### config.mk
export PLATFORM = sky130hd
export DESIGN_NAME = kiss_frame_decoder_top
export DESIGN_NICKNAME = d
export VERILOG_FILES = /design/src/hw/rtl/kfd_pkg.sv /design/src/hw/rtl/kfd_in_reg.sv /design/src/hw/rtl/kfd_decode.sv /design/src/hw/rtl/kfd_out_reg.sv /design/src/hw/rtl/kiss_frame_decoder_top.sv
export SDC_FILE = /design/constraint.sdc
export NUM_CORES = 1
export LEC_CHECK = 0
export BUFFER_PORTS_ARGS = -buffer_cell sky130_fd_sc_hd__buf_2
export CAP_MARGIN = 20
export CELL_PAD_IN_SITES_DETAIL_PLACEMENT = 0
export CELL_PAD_IN_SITES_GLOBAL_PLACEMENT = 1
export CORE_MARGIN = 1.5
export CORE_UTILIZATION = 46
export CTS_BUF_LIST = sky130_fd_sc_hd__clkbuf_8
export CTS_CLUSTER_DIAMETER = 50
export DETAILED_ROUTE_END_ITERATION = 10
export PLACE_DENSITY = 0.89
export REMOVE_ABC_BUFFERS = 1
export SLEW_MARGIN = 20
export SYNTH_ARGS = -nofsm -noshare
export SYNTH_HDL_FRONTEND = slang
export SYNTH_SLANG_ARGS = --single-unit
### constraint.sdc
create_clock -name clk_i -period 3.53 [get_ports clk_i]
set_input_delay 0.353 -clock clk_i [delete_from_list [all_inputs] [get_ports clk_i]]
set_output_delay 0.353 -clock clk_i [all_outputs]
set_load 0.05 [all_outputs]
### src/hw/rtl/kfd_pkg.sv
`default_nettype none
// ----------------------------------------------------------------------------
// kfd_pkg
// Shared types and constants for the KISS frame decoder.
// ----------------------------------------------------------------------------
package kfd_pkg;

  localparam int unsigned ByteW  = 8;
  localparam int unsigned CountW = 12;

  localparam logic [ByteW-1:0] Fend  = 8'hC0;
  localparam logic [ByteW-1:0] Fesc  = 8'hDB;
  localparam logic [ByteW-1:0] Tfend = 8'hDC;
  localparam logic [ByteW-1:0] Tfesc = 8'hDD;

  localparam logic [CountW-1:0] MaxLenReset = 12'd256;
  localparam logic [CountW-1:0] OpenCount   = 12'd2;

  typedef enum logic [1:0] {
    ModeHunt   = 2'd0,
    ModeOpen   = 2'd1,
    ModeData   = 2'd2,
    ModeEscape = 2'd3
  } rx_mode_e;

  typedef enum logic {
    KindData = 1'b0,
    KindEnd  = 1'b1
  } kind_e;

  // one decoded result, with a flag telling whether the byte produced one
  typedef struct packed {
    logic             emit;
    kind_e            kind;
    logic [ByteW-1:0] data;
    logic             is_command;
    logic             status;
  } result_t;

endpackage
`default_nettype wire

### src/hw/rtl/kfd_in_reg.sv
`default_nettype none
// ----------------------------------------------------------------------------
// kfd_in_reg
// Input register: holds one raw byte until the decode stage consumes it.
// ----------------------------------------------------------------------------
module kfd_in_reg (
  input  wire logic                     clk_i,
  input  wire logic                     rst_ni,
  input  wire logic                     in_valid_i,
  output logic                          in_ready_o,
  input  wire logic [kfd_pkg::ByteW-1:0] in_byte_i,
  input  wire logic                     advance_i,
  output logic                          valid_o,
  output logic [kfd_pkg::ByteW-1:0]     byte_o
);

  logic                      valid_d, valid_q;
  logic [kfd_pkg::ByteW-1:0] byte_q;
  logic                      take;

  assign in_ready_o = !valid_q || advance_i;
  assign take       = in_valid_i && in_ready_o;

  always_comb begin
    valid_d = valid_q;
    if (take) begin
      valid_d = 1'b1;
    end else if (advance_i) begin
      valid_d = 1'b0;
    end
  end

  always_ff @(posedge clk_i or negedge rst_ni) begin
    if (!rst_ni) begin
      valid_q <= 1'b0;
    end else begin
      valid_q <= valid_d;
    end
  end

  always_ff @(posedge clk_i) begin
    if (take) begin
      byte_q <= in_byte_i;
    end
  end

  assign valid_o = valid_q;
  assign byte_o  = byte_q;

endmodule
`default_nettype wire

### src/hw/rtl/kfd_decode.sv
`default_nettype none
// ----------------------------------------------------------------------------
// kfd_decode
// Frame state (mode, raw length, command flag) and the per-byte unescape.
// ----------------------------------------------------------------------------
module kfd_decode (
  input  wire logic                      clk_i,
  input  wire logic                      rst_ni,
  input  wire logic                      step_i,
  input  wire logic [kfd_pkg::ByteW-1:0]  byte_i,
  input  wire logic [kfd_pkg::CountW-1:0] max_len_i,
  output kfd_pkg::result_t               result_o
);

  kfd_pkg::rx_mode_e          mode_d, mode_q;
  logic [kfd_pkg::CountW-1:0] count_d, count_q;
  logic                       first_d, first_q;
  logic [kfd_pkg::CountW-1:0] count_inc;
  logic [kfd_pkg::ByteW-1:0]  unesc;
  kfd_pkg::result_t           res;

  assign count_inc = (count_q == {kfd_pkg::CountW{1'b1}}) ? count_q
                                                          : count_q + kfd_pkg::CountW'(1);

  always_comb begin
    if (byte_i == kfd_pkg::Tfend) begin
      unesc = kfd_pkg::Fend;
    end else if (byte_i == kfd_pkg::Tfesc) begin
      unesc = kfd_pkg::Fesc;
    end else begin
      unesc = byte_i;
    end
  end

  // next state
  always_comb begin
    mode_d  = mode_q;
    count_d = count_q;
    first_d = first_q;
    unique case (mode_q)
      kfd_pkg::ModeHunt: begin
        if (byte_i == kfd_pkg::Fend) mode_d = kfd_pkg::ModeOpen;
      end
      kfd_pkg::ModeOpen: begin
        if (byte_i != kfd_pkg::Fend) begin
          count_d = kfd_pkg::OpenCount;
          if (byte_i == kfd_pkg::Fesc) begin
            mode_d  = kfd_pkg::ModeEscape;
            first_d = 1'b1;
          end else begin
            mode_d  = kfd_pkg::ModeData;
            first_d = 1'b0;
          end
        end
      end
      kfd_pkg::ModeData, kfd_pkg::ModeEscape: begin
        if (byte_i == kfd_pkg::Fend) begin
          mode_d  = kfd_pkg::ModeHunt;
          count_d = '0;
          first_d = 1'b1;
        end else if (mode_q == kfd_pkg::ModeData && byte_i == kfd_pkg::Fesc) begin
          mode_d  = kfd_pkg::ModeEscape;
          count_d = count_inc;
        end else begin
          mode_d  = kfd_pkg::ModeData;
          count_d = count_inc;
          first_d = 1'b0;
        end
      end
      default: mode_d = kfd_pkg::ModeHunt;
    endcase
  end

  // result
  always_comb begin
    res            = '0;
    res.kind       = kfd_pkg::KindData;
    res.data       = (mode_q == kfd_pkg::ModeEscape) ? unesc : byte_i;
    res.is_command = first_q;
    unique case (mode_q)
      kfd_pkg::ModeHunt: res.emit = 1'b0;
      kfd_pkg::ModeOpen: begin
        res.emit       = (byte_i != kfd_pkg::Fend) && (byte_i != kfd_pkg::Fesc);
        res.is_command = 1'b1;
      end
      kfd_pkg::ModeData, kfd_pkg::ModeEscape: begin
        if (byte_i == kfd_pkg::Fend) begin
          // closing delimiter, a dangling escape is simply dropped
          res.emit       = 1'b1;
          res.kind       = kfd_pkg::KindEnd;
          res.data       = '0;
          res.is_command = 1'b0;
          res.status     = (count_inc > max_len_i);
        end else begin
          res.emit = !(mode_q == kfd_pkg::ModeData && byte_i == kfd_pkg::Fesc);
        end
      end
      default: res.emit = 1'b0;
    endcase
  end

  always_ff @(posedge clk_i or negedge rst_ni) begin
    if (!rst_ni) begin
      mode_q  <= kfd_pkg::ModeHunt;
      count_q <= '0;
      first_q <= 1'b1;
    end else if (step_i) begin
      mode_q  <= mode_d;
      count_q <= count_d;
      first_q <= first_d;
    end
  end

  assign result_o = res;

endmodule
`default_nettype wire

### src/hw/rtl/kfd_out_reg.sv
`default_nettype none
// ----------------------------------------------------------------------------
// kfd_out_reg
// Result register: holds one decoded result until the sink takes it.
// ----------------------------------------------------------------------------
module kfd_out_reg (
  input  wire logic                  clk_i,
  input  wire logic                  rst_ni,
  input  wire logic                  load_i,
  input  wire kfd_pkg::result_t      result_i,
  output logic                       free_o,
  output logic                       out_valid_o,
  input  wire logic                  out_ready_i,
  output kfd_pkg::result_t           result_o
);

  logic             valid_d, valid_q;
  kfd_pkg::result_t res_q;

  assign free_o = !valid_q || out_ready_i;

  always_comb begin
    valid_d = valid_q;
    if (load_i) begin
      valid_d = 1'b1;
    end else if (out_ready_i) begin
      valid_d = 1'b0;
    end
  end

  always_ff @(posedge clk_i or negedge rst_ni) begin
    if (!rst_ni) begin
      valid_q <= 1'b0;
    end else begin
      valid_q <= valid_d;
    end
  end

  always_ff @(posedge clk_i) begin
    if (load_i) begin
      res_q <= result_i;
    end
  end

  assign out_valid_o = valid_q;
  assign result_o    = res_q;

endmodule
`default_nettype wire

### src/hw/rtl/kiss_frame_decoder_top.sv
`default_nettype none
// ----------------------------------------------------------------------------
// kiss_frame_decoder_top
// KISS receive-side frame decoder, one raw byte per transaction.
// ----------------------------------------------------------------------------
// Raw link bytes enter an input register, are decoded combinationally against
// the frame state, and any result lands in a result register; one byte per
// cycle is sustained, each byte passing both registers in turn. Throughput drops
// only while the result register is full and the sink holds out_ready_i low
// and the pending byte produces a result. Each result is a decoded payload
// byte (is_command marks the first of a frame) or an end marker whose status
// flags a raw frame length, both delimiters counted, above max_frame_len.
// Write max_frame_len only while the decoder is idle.
module kiss_frame_decoder_top (
  input  wire logic                      clk_i,
  input  wire logic                      rst_ni,
  input  wire logic                      cfg_valid_i,
  output logic                           cfg_ready_o,
  input  wire logic [kfd_pkg::CountW-1:0] cfg_max_frame_len_i,
  input  wire logic                      in_valid_i,
  output logic                           in_ready_o,
  input  wire logic [kfd_pkg::ByteW-1:0]  in_byte_i,
  output logic                           out_valid_o,
  input  wire logic                      out_ready_i,
  output logic                           kind_o,
  output logic [kfd_pkg::ByteW-1:0]      out_byte_o,
  output logic                           is_command_o,
  output logic                           status_o
);

  logic [kfd_pkg::CountW-1:0] max_len_q;
  logic                       s1_valid;
  logic [kfd_pkg::ByteW-1:0]  s1_byte;
  logic                       s1_step;
  logic                       out_free;
  kfd_pkg::result_t           dec_res;
  kfd_pkg::result_t           out_res;

  assign cfg_ready_o = 1'b1;

  always_ff @(posedge clk_i or negedge rst_ni) begin
    if (!rst_ni) begin
      max_len_q <= kfd_pkg::MaxLenReset;
    end else if (cfg_valid_i) begin
      max_len_q <= cfg_max_frame_len_i;
    end
  end

  // a byte without a result never waits on the sink
  assign s1_step = s1_valid && (!dec_res.emit || out_free);

  kfd_in_reg u_in (
    .clk_i      (clk_i),
    .rst_ni     (rst_ni),
    .in_valid_i (in_valid_i),
    .in_ready_o (in_ready_o),
    .in_byte_i  (in_byte_i),
    .advance_i  (s1_step),
    .valid_o    (s1_valid),
    .byte_o     (s1_byte)
  );

  kfd_decode u_dec (
    .clk_i     (clk_i),
    .rst_ni    (rst_ni),
    .step_i    (s1_step),
    .byte_i    (s1_byte),
    .max_len_i (max_len_q),
    .result_o  (dec_res)
  );

  kfd_out_reg u_out (
    .clk_i       (clk_i),
    .rst_ni      (rst_ni),
    .load_i      (s1_step && dec_res.emit),
    .result_i    (dec_res),
    .free_o      (out_free),
    .out_valid_o (out_valid_o),
    .out_ready_i (out_ready_i),
    .result_o    (out_res)
  );

  assign kind_o       = out_res.kind;
  assign out_byte_o   = out_res.data;
  assign is_command_o = out_res.is_command;
  assign status_o     = out_res.status;

  // end marker carries no byte and no command flag
  a_end_clean: assert property (@(posedge clk_i) disable iff (!rst_ni)
    out_valid_o && kind_o |-> out_byte_o == '0 && !is_command_o)
    else $error("end marker with payload bits");

  // status only set on end markers
  a_status_end: assert property (@(posedge clk_i) disable iff (!rst_ni)
    out_valid_o && status_o |-> kind_o)
    else $error("status set on payload byte");

  // input side stalls only while a byte is held and cannot move on
  a_stall_reason: assert property (@(posedge clk_i) disable iff (!rst_ni)
    !in_ready_o |-> s1_valid && dec_res.emit && out_valid_o && !out_ready_i)
    else $error("input stalled without cause");

endmodule
`default_nettype wire
* Yosys cells after proc, flatten, opt, wreduce, memory -nomap -nowiden
Cells that the tools add are included.
** Cells by class
- Add/sub/neg operators :: 1
- Magnitude comparators :: 1
- Equal/unequal tests :: 13
- Mux-type cells :: 27
- Reductions and logical operators :: 21
** Operators with widths (count)
- $mux 12 :: 3
- $eq 8x8->1 const B :: 4
- $mux 8 :: 4
- $pmux 12 s2 :: 1
- $ne 8x8->1 const B :: 2
- $add 12x1->12 const B :: 1
- $eq 12x12->1 const B :: 1
- $gt 12x12->1 :: 1
- $mux 1 :: 11
- $mux 11 :: 1
- $mux 2 :: 3
- $pmux 2 s3 :: 1
- $reduce_and 3->1 :: 2
- $reduce_bool 2->1 :: 3
- $logic_and 1x1->1 :: 5
- $eq 2x2->1 const B :: 2
- $logic_not 1->1 :: 4
- $ne 2x1->1 const B :: 2
- $pmux 1 s2 :: 2
- $reduce_and 4->1 :: 1
- $logic_or 1x1->1 :: 3
- $ne 3x2->1 const B :: 1
- $pmux 1 s3 :: 1
- $eq 2x1->1 const B :: 1
- 3 further kinds :: 3
** Storage, ports and cells
- Flip-flop bits (word level) :: 48
- Input port bits :: 25
- Output and inout port bits :: 14
- Word-level logic and storage cells :: 74

* Longest topological paths before layout
- Depth after elaboration :: 11
- Gate-level depth with buffers :: 12
- Mapped depth without buffers :: 12

* Hierarchy
A second synthesis with hierarchy kept.
** Second synthesis, totals
- Cell total of the unflattened synthesis :: 257
- Area, all modules :: 2787.7 um2
** Modules (own cells, without submodules)
- kfd_decode :: times used 1, cells an instance 200, area each 1571.5 um2, seq. area each 376.6 um2
- kiss_frame_decoder_top :: times used 1, cells an instance 30, area each 514.2 um2, seq. area each 301.5 um2
- kfd_out_reg :: times used 1, cells an instance 15, area each 407.9 um2, seq. area each 385.4 um2
- kfd_in_reg :: times used 1, cells an instance 12, area each 294.0 um2, seq. area each 265.3 um2

* Least setup slack after synthesis
OpenSTA, ideal clock, no wires.
- Path type :: register -> register
- Start point :: register u_dec.count_q[1] in the netlist's numbering
- End point :: register u_out.res_q (netlist bit u_out.result_o[0]), data pin
- Setup time :: 0.260 ns
- Data arrival time :: 2.371 ns
- Required time :: 3.270 ns
- Path slack :: 0.899 ns
- Cell stages (with the launch flop) :: 12
- Buffers on the path :: 0
- Clock period less this slack :: 2.631 ns
- Path through :: dfrtp_1 > ha_1 > nand3_2 > nor4_4 > nor3b_1 > xor2_1 > ha_1 > a21o_1 > a21o_1 > a21oi_1 > o211a_1 > nor3_1
** On the way
- Longest elaborated chain between the ends :: 3
- Elaborated cells on any way between the ends :: 4
- Those cells by class :: add/sub (1); order compare (1); eq/ne (1); mux (1)
** Ends and longest elaborated chain
- start, declared :: RTL line kfd_decode.sv:16 : logic [kfd_pkg::CountW-1:0] count_d, count_q;
- start signal, assigned :: RTL line kfd_decode.sv:109 : count_q <= count_d;
- $add 12x1->12 / $eq 12x12->1 (equally long branches) :: RTL line kfd_decode.sv:23, kfd_decode.sv:22
- $mux 12 (*) :: RTL line kfd_decode.sv:22 : assign count_inc = (count_q == {kfd_pkg::CountW{1'b1}}) ? count_q
- $gt 12x12->1 (*) :: RTL line kfd_decode.sv:93 : res.status = (count_inc > max_len_i);
- end signal, assigned :: RTL line kfd_out_reg.sv:41 : res_q <= result_i;
- end, declared :: RTL line kfd_out_reg.sv:18 : kfd_pkg::result_t res_q;
Every way passes the cells marked *; elsewhere a longest branch is shown, timed or not.
A chain may end at the register's enable or synchronous reset.

* Worst setup path in the final report
Ends and elaborated chain as after synthesis.

==> flow_metrics.env <==
export IMPL_setup_tns_ns=0
export IMPL_start_util_pct=47.8
export IMPL_crit_required_ns=3.59
export IMPL_setup_violations=0
export IMPL_pre_cts_ws_ns=0.649
export IMPL_area_growth_pct=12.3
export IMPL_dieArea_um2=6220
export IMPL_final_cell_mix="37 x buf_2, 29 x nand2_1, 27 x dfrtp_1, 19 x edfxtp_1, 18 x inv_1"
export IMPL_grt_antenna_before_repair=0
export IMPL_yosysSeqAreaShare_pct=49.1
export IMPL_grtUsageTotal_pct=17.7
export IMPL_vias=1907
export IMPL_cts_buffer_depth=2
export IMPL_synth_area_leaders="dfrtp_1 26%, edfxtp_1 22%, ha_1 6.1%"
export IMPL_synth_top_area_share_pct=25.5
export IMPL_routed_wl_um=5070
export IMPL_gp_congestion=0.793
export IMPL_placementRows=27
export IMPL_synth_avg_cell_area_um2=10.8
export IMPL_grt_pass1_vias=1888
export IMPL_h_tree_depth=2
export IMPL_synth_largest_area_cell="dfrtp_1"
export IMPL_startpoint_type="flip-flop"
export IMPL_grt_overflow_total=0
export IMPL_via_per_inst=5.40
export IMPL_dr_pass1_iters=4
export IMPL_fp_dieH_um=78.9
export IMPL_fmax_mhz=344
export IMPL_post_route_period_util_pct=82.5
export IMPL_p_sw_share_pct=33.7
export IMPL_clock_sinks=48
export IMPL_grt_pass1_wl_um=8570
export IMPL_cts_hold_buf=0
export IMPL_crit_fanout=9
export IMPL_reg2reg_slack_ns=0.62
export IMPL_worst_pin_slew_ns=0.651
export IMPL_synth_area_um2=2650
export IMPL_synth_edff_count=19
export IMPL_p_int_uw=927
export IMPL_numCtsBuffers=5
export IMPL_power_density_nw_per_um2=470
export IMPL_max_slew_margin_pct=56.5
export IMPL_cts_resized_gates=0
export IMPL_cts_setup_buffers=0
export IMPL_hold_viol_final=0
export IMPL_rsz0062_at_grt="no"
export IMPL_rr_worst_depth=11
export IMPL_worstSetupPathType="reg2reg"
export IMPL_yosys_warnings=0
export IMPL_power_frac_clock_pct=23.9
export IMPL_wl_per_cell_um=14.4
export IMPL_crit_path_end_kind="flip-flop"
export IMPL_synth_cells=246
export IMPL_root_buffer="clkbuf_8"
export IMPL_final_common_cell="buf_2"
export IMPL_slew_violations=0
export IMPL_drt_iter0_markers=70
export IMPL_n_fill_cell=505
export IMPL_status="complete, no violations"
export IMPL_rr_endpoint="u_out.result_o[0]"
export IMPL_n_antenna_cell=0
export IMPL_synthArstFlopShare_pct=60.4
export IMPL_period_needed_ns=2.91
export IMPL_hpwl_um=3680
export IMPL_skew_ns=0.0109
export IMPL_p_leak_uw=0.00132
export IMPL_core_area_um2=5540
export IMPL_synth_cell_types=58
export IMPL_switchingPower_uw=471
export IMPL_grt_max_degree=30
export IMPL_synth_seq_cells=48
export IMPL_antenna_left=0
export IMPL_nets=318
export IMPL_insertion_delay_ns=0.31
export IMPL_hold_class="in2async"
export IMPL_drive_gt1_share_pct=23.1
export IMPL_synth_ff_type="dfrtp_1"
export IMPL_worstPathArrival_ns=2.97
export IMPL_cap_violations=0
export IMPL_r2r_start="u_dec.count_q[1]"
export IMPL_path_clk_slew_ns=0.09
export IMPL_fin_ws_ns=0.619
export IMPL_ir_drop_mv=0.235
export IMPL_chipWidth_um=78.9
export IMPL_port_buffers=37
export IMPL_drcViolationCount=0
export IMPL_cts_tree="done"
export IMPL_p_comb_share_pct=25.9
export IMPL_seqPwrFrac_pct=50.3
export IMPL_pin_count=39
-- how the worst max path moves through the flow --
stage / start / end / slack (ns) / depth (start not counted)
2_1_floorplan: u_in.byte_o[6] / u_in.byte_o[0] / 0.71 / 5
3_3_place_gp: u_dec.count_q[1] / u_out.result_o[0] / 0.74 / 11
3_5_place_dp: u_dec.count_q[1] / u_out.result_o[0] / 0.65 / 11
4_1_cts: u_dec.count_q[1] / u_out.result_o[0] / 0.62 / 11
5_1_grt: u_dec.count_q[1] / u_out.result_o[0] / 0.40 / 11
6_report: u_dec.count_q[1] / u_out.result_o[0] / 0.62 / 11
-- power groups by stage --
stage | clock network, µW | logic, µW | registers, µW
2_1_floorplan | 0 | 232 | 740
3_3_place_gp | 0 | 358 | 711
3_5_place_dp | 0 | 363 | 714
4_1_cts | 348 | 365 | 702
5_1_grt | 364 | 407 | 711
6_report | 334 | 362 | 703
-- state kept, by name (all words and copies together) (netlist names) --
register,cells
u_dec.count_q,12
u_out.out_valid_o,1
u_dec.first_q,1
u_in.valid_o,1
u_dec.mode_q,2
u_in.byte_o,8
max_len_q,12
u_out.result_o,11
-- through the flow --
step | instances | hold WS, ns | cell area (µm²) | total power [µW] | utilization (%)
finish | 353 | 0.0646 | 2970 | 1400 | 53.7
global route | 353 | 0.118 | 2970 | 1480 | 53.7
CTS | 353 | 0.0833 | 2970 | 1420 | 53.7
detailed placement | 345 | 0.426 | 2880 | 1080 | 52.0
global placement | 345 | 0.421 | 2880 | 1070 | 52.0
floorplan | 234 | 0.0574 | 2590 | 973 | -
-- cell type report --
type                    instances  area (µm²)  area share (%)
well taps                      72        90.1            3.03
flip-flops and latches         48        1300            43.7
inverters                      18        67.6            2.27
clock buffers                   5        68.8            2.31
multi-input cells             168        1220            41.2
clock inverters                 3        23.8           0.800
repair buffers                 39         200            6.73
-- worst max-delay path, stage by stage (launching register included) --
cell and delay, ns:
dfrtp_1 0.47, ha_1 0.24, nand3_2 0.15, nor4_4 0.51
nor3b_1 0.14, xor2_1 0.18, ha_1 0.30, a21o_1 0.18
a21o_1 0.16, a21oi_1 0.14, o211a_1 0.15, nor3_1 0.04
-- per-layer routing --
| metal | vias up | track usage [%] | wire [µm] |
|---|---|---|---|
| li1 | 957 | - | - |
| met4 | 0 | 7.89 | 93 |
| met3 | 8 | 3.91 | 197 |
| met5 | - | 0 | 0 |
| met2 | 43 | 28.9 | 2380 |
| met1 | 899 | 22.7 | 2400 |
-- kinds of logic after synthesis --
family                     Yosys count  synth area share, %
xor gates and xnor gates             7                 2.32
and+or+nand+nor                     78                 17.6
muxes                                3                 1.23
buffers and inverters               30                 4.73
AOI/OAI and AO/OA                   66                 18.8
other                                1                0.142
adders and majority gates           13                 6.14
DFF                                 48                 49.1
-- cell usage after synthesis (2+ instances only) --
library cell and instances:
a22o_1 9, inv_1 18, o21ai_0 16, o21a_1 3, edfxtp_1 19, a21o_1 4, nand2b_1 3, dfrtp_1 27
dfstp_2 2, nor4_4 2, ha_1 13, nand3_1 5, buf_2 4, nor2b_1 3, o211a_1 2, and2_1 5
nor3_1 5, nor2_1 8, o211ai_1 2, buf_4 2, o2111ai_1 2, nand4_1 6, nand2_1 29, mux2_2 2
clkbuf_1 6, xor2_1 4, xnor2_1 3, a21oi_1 12
Power figures use the tool's default switching activity.
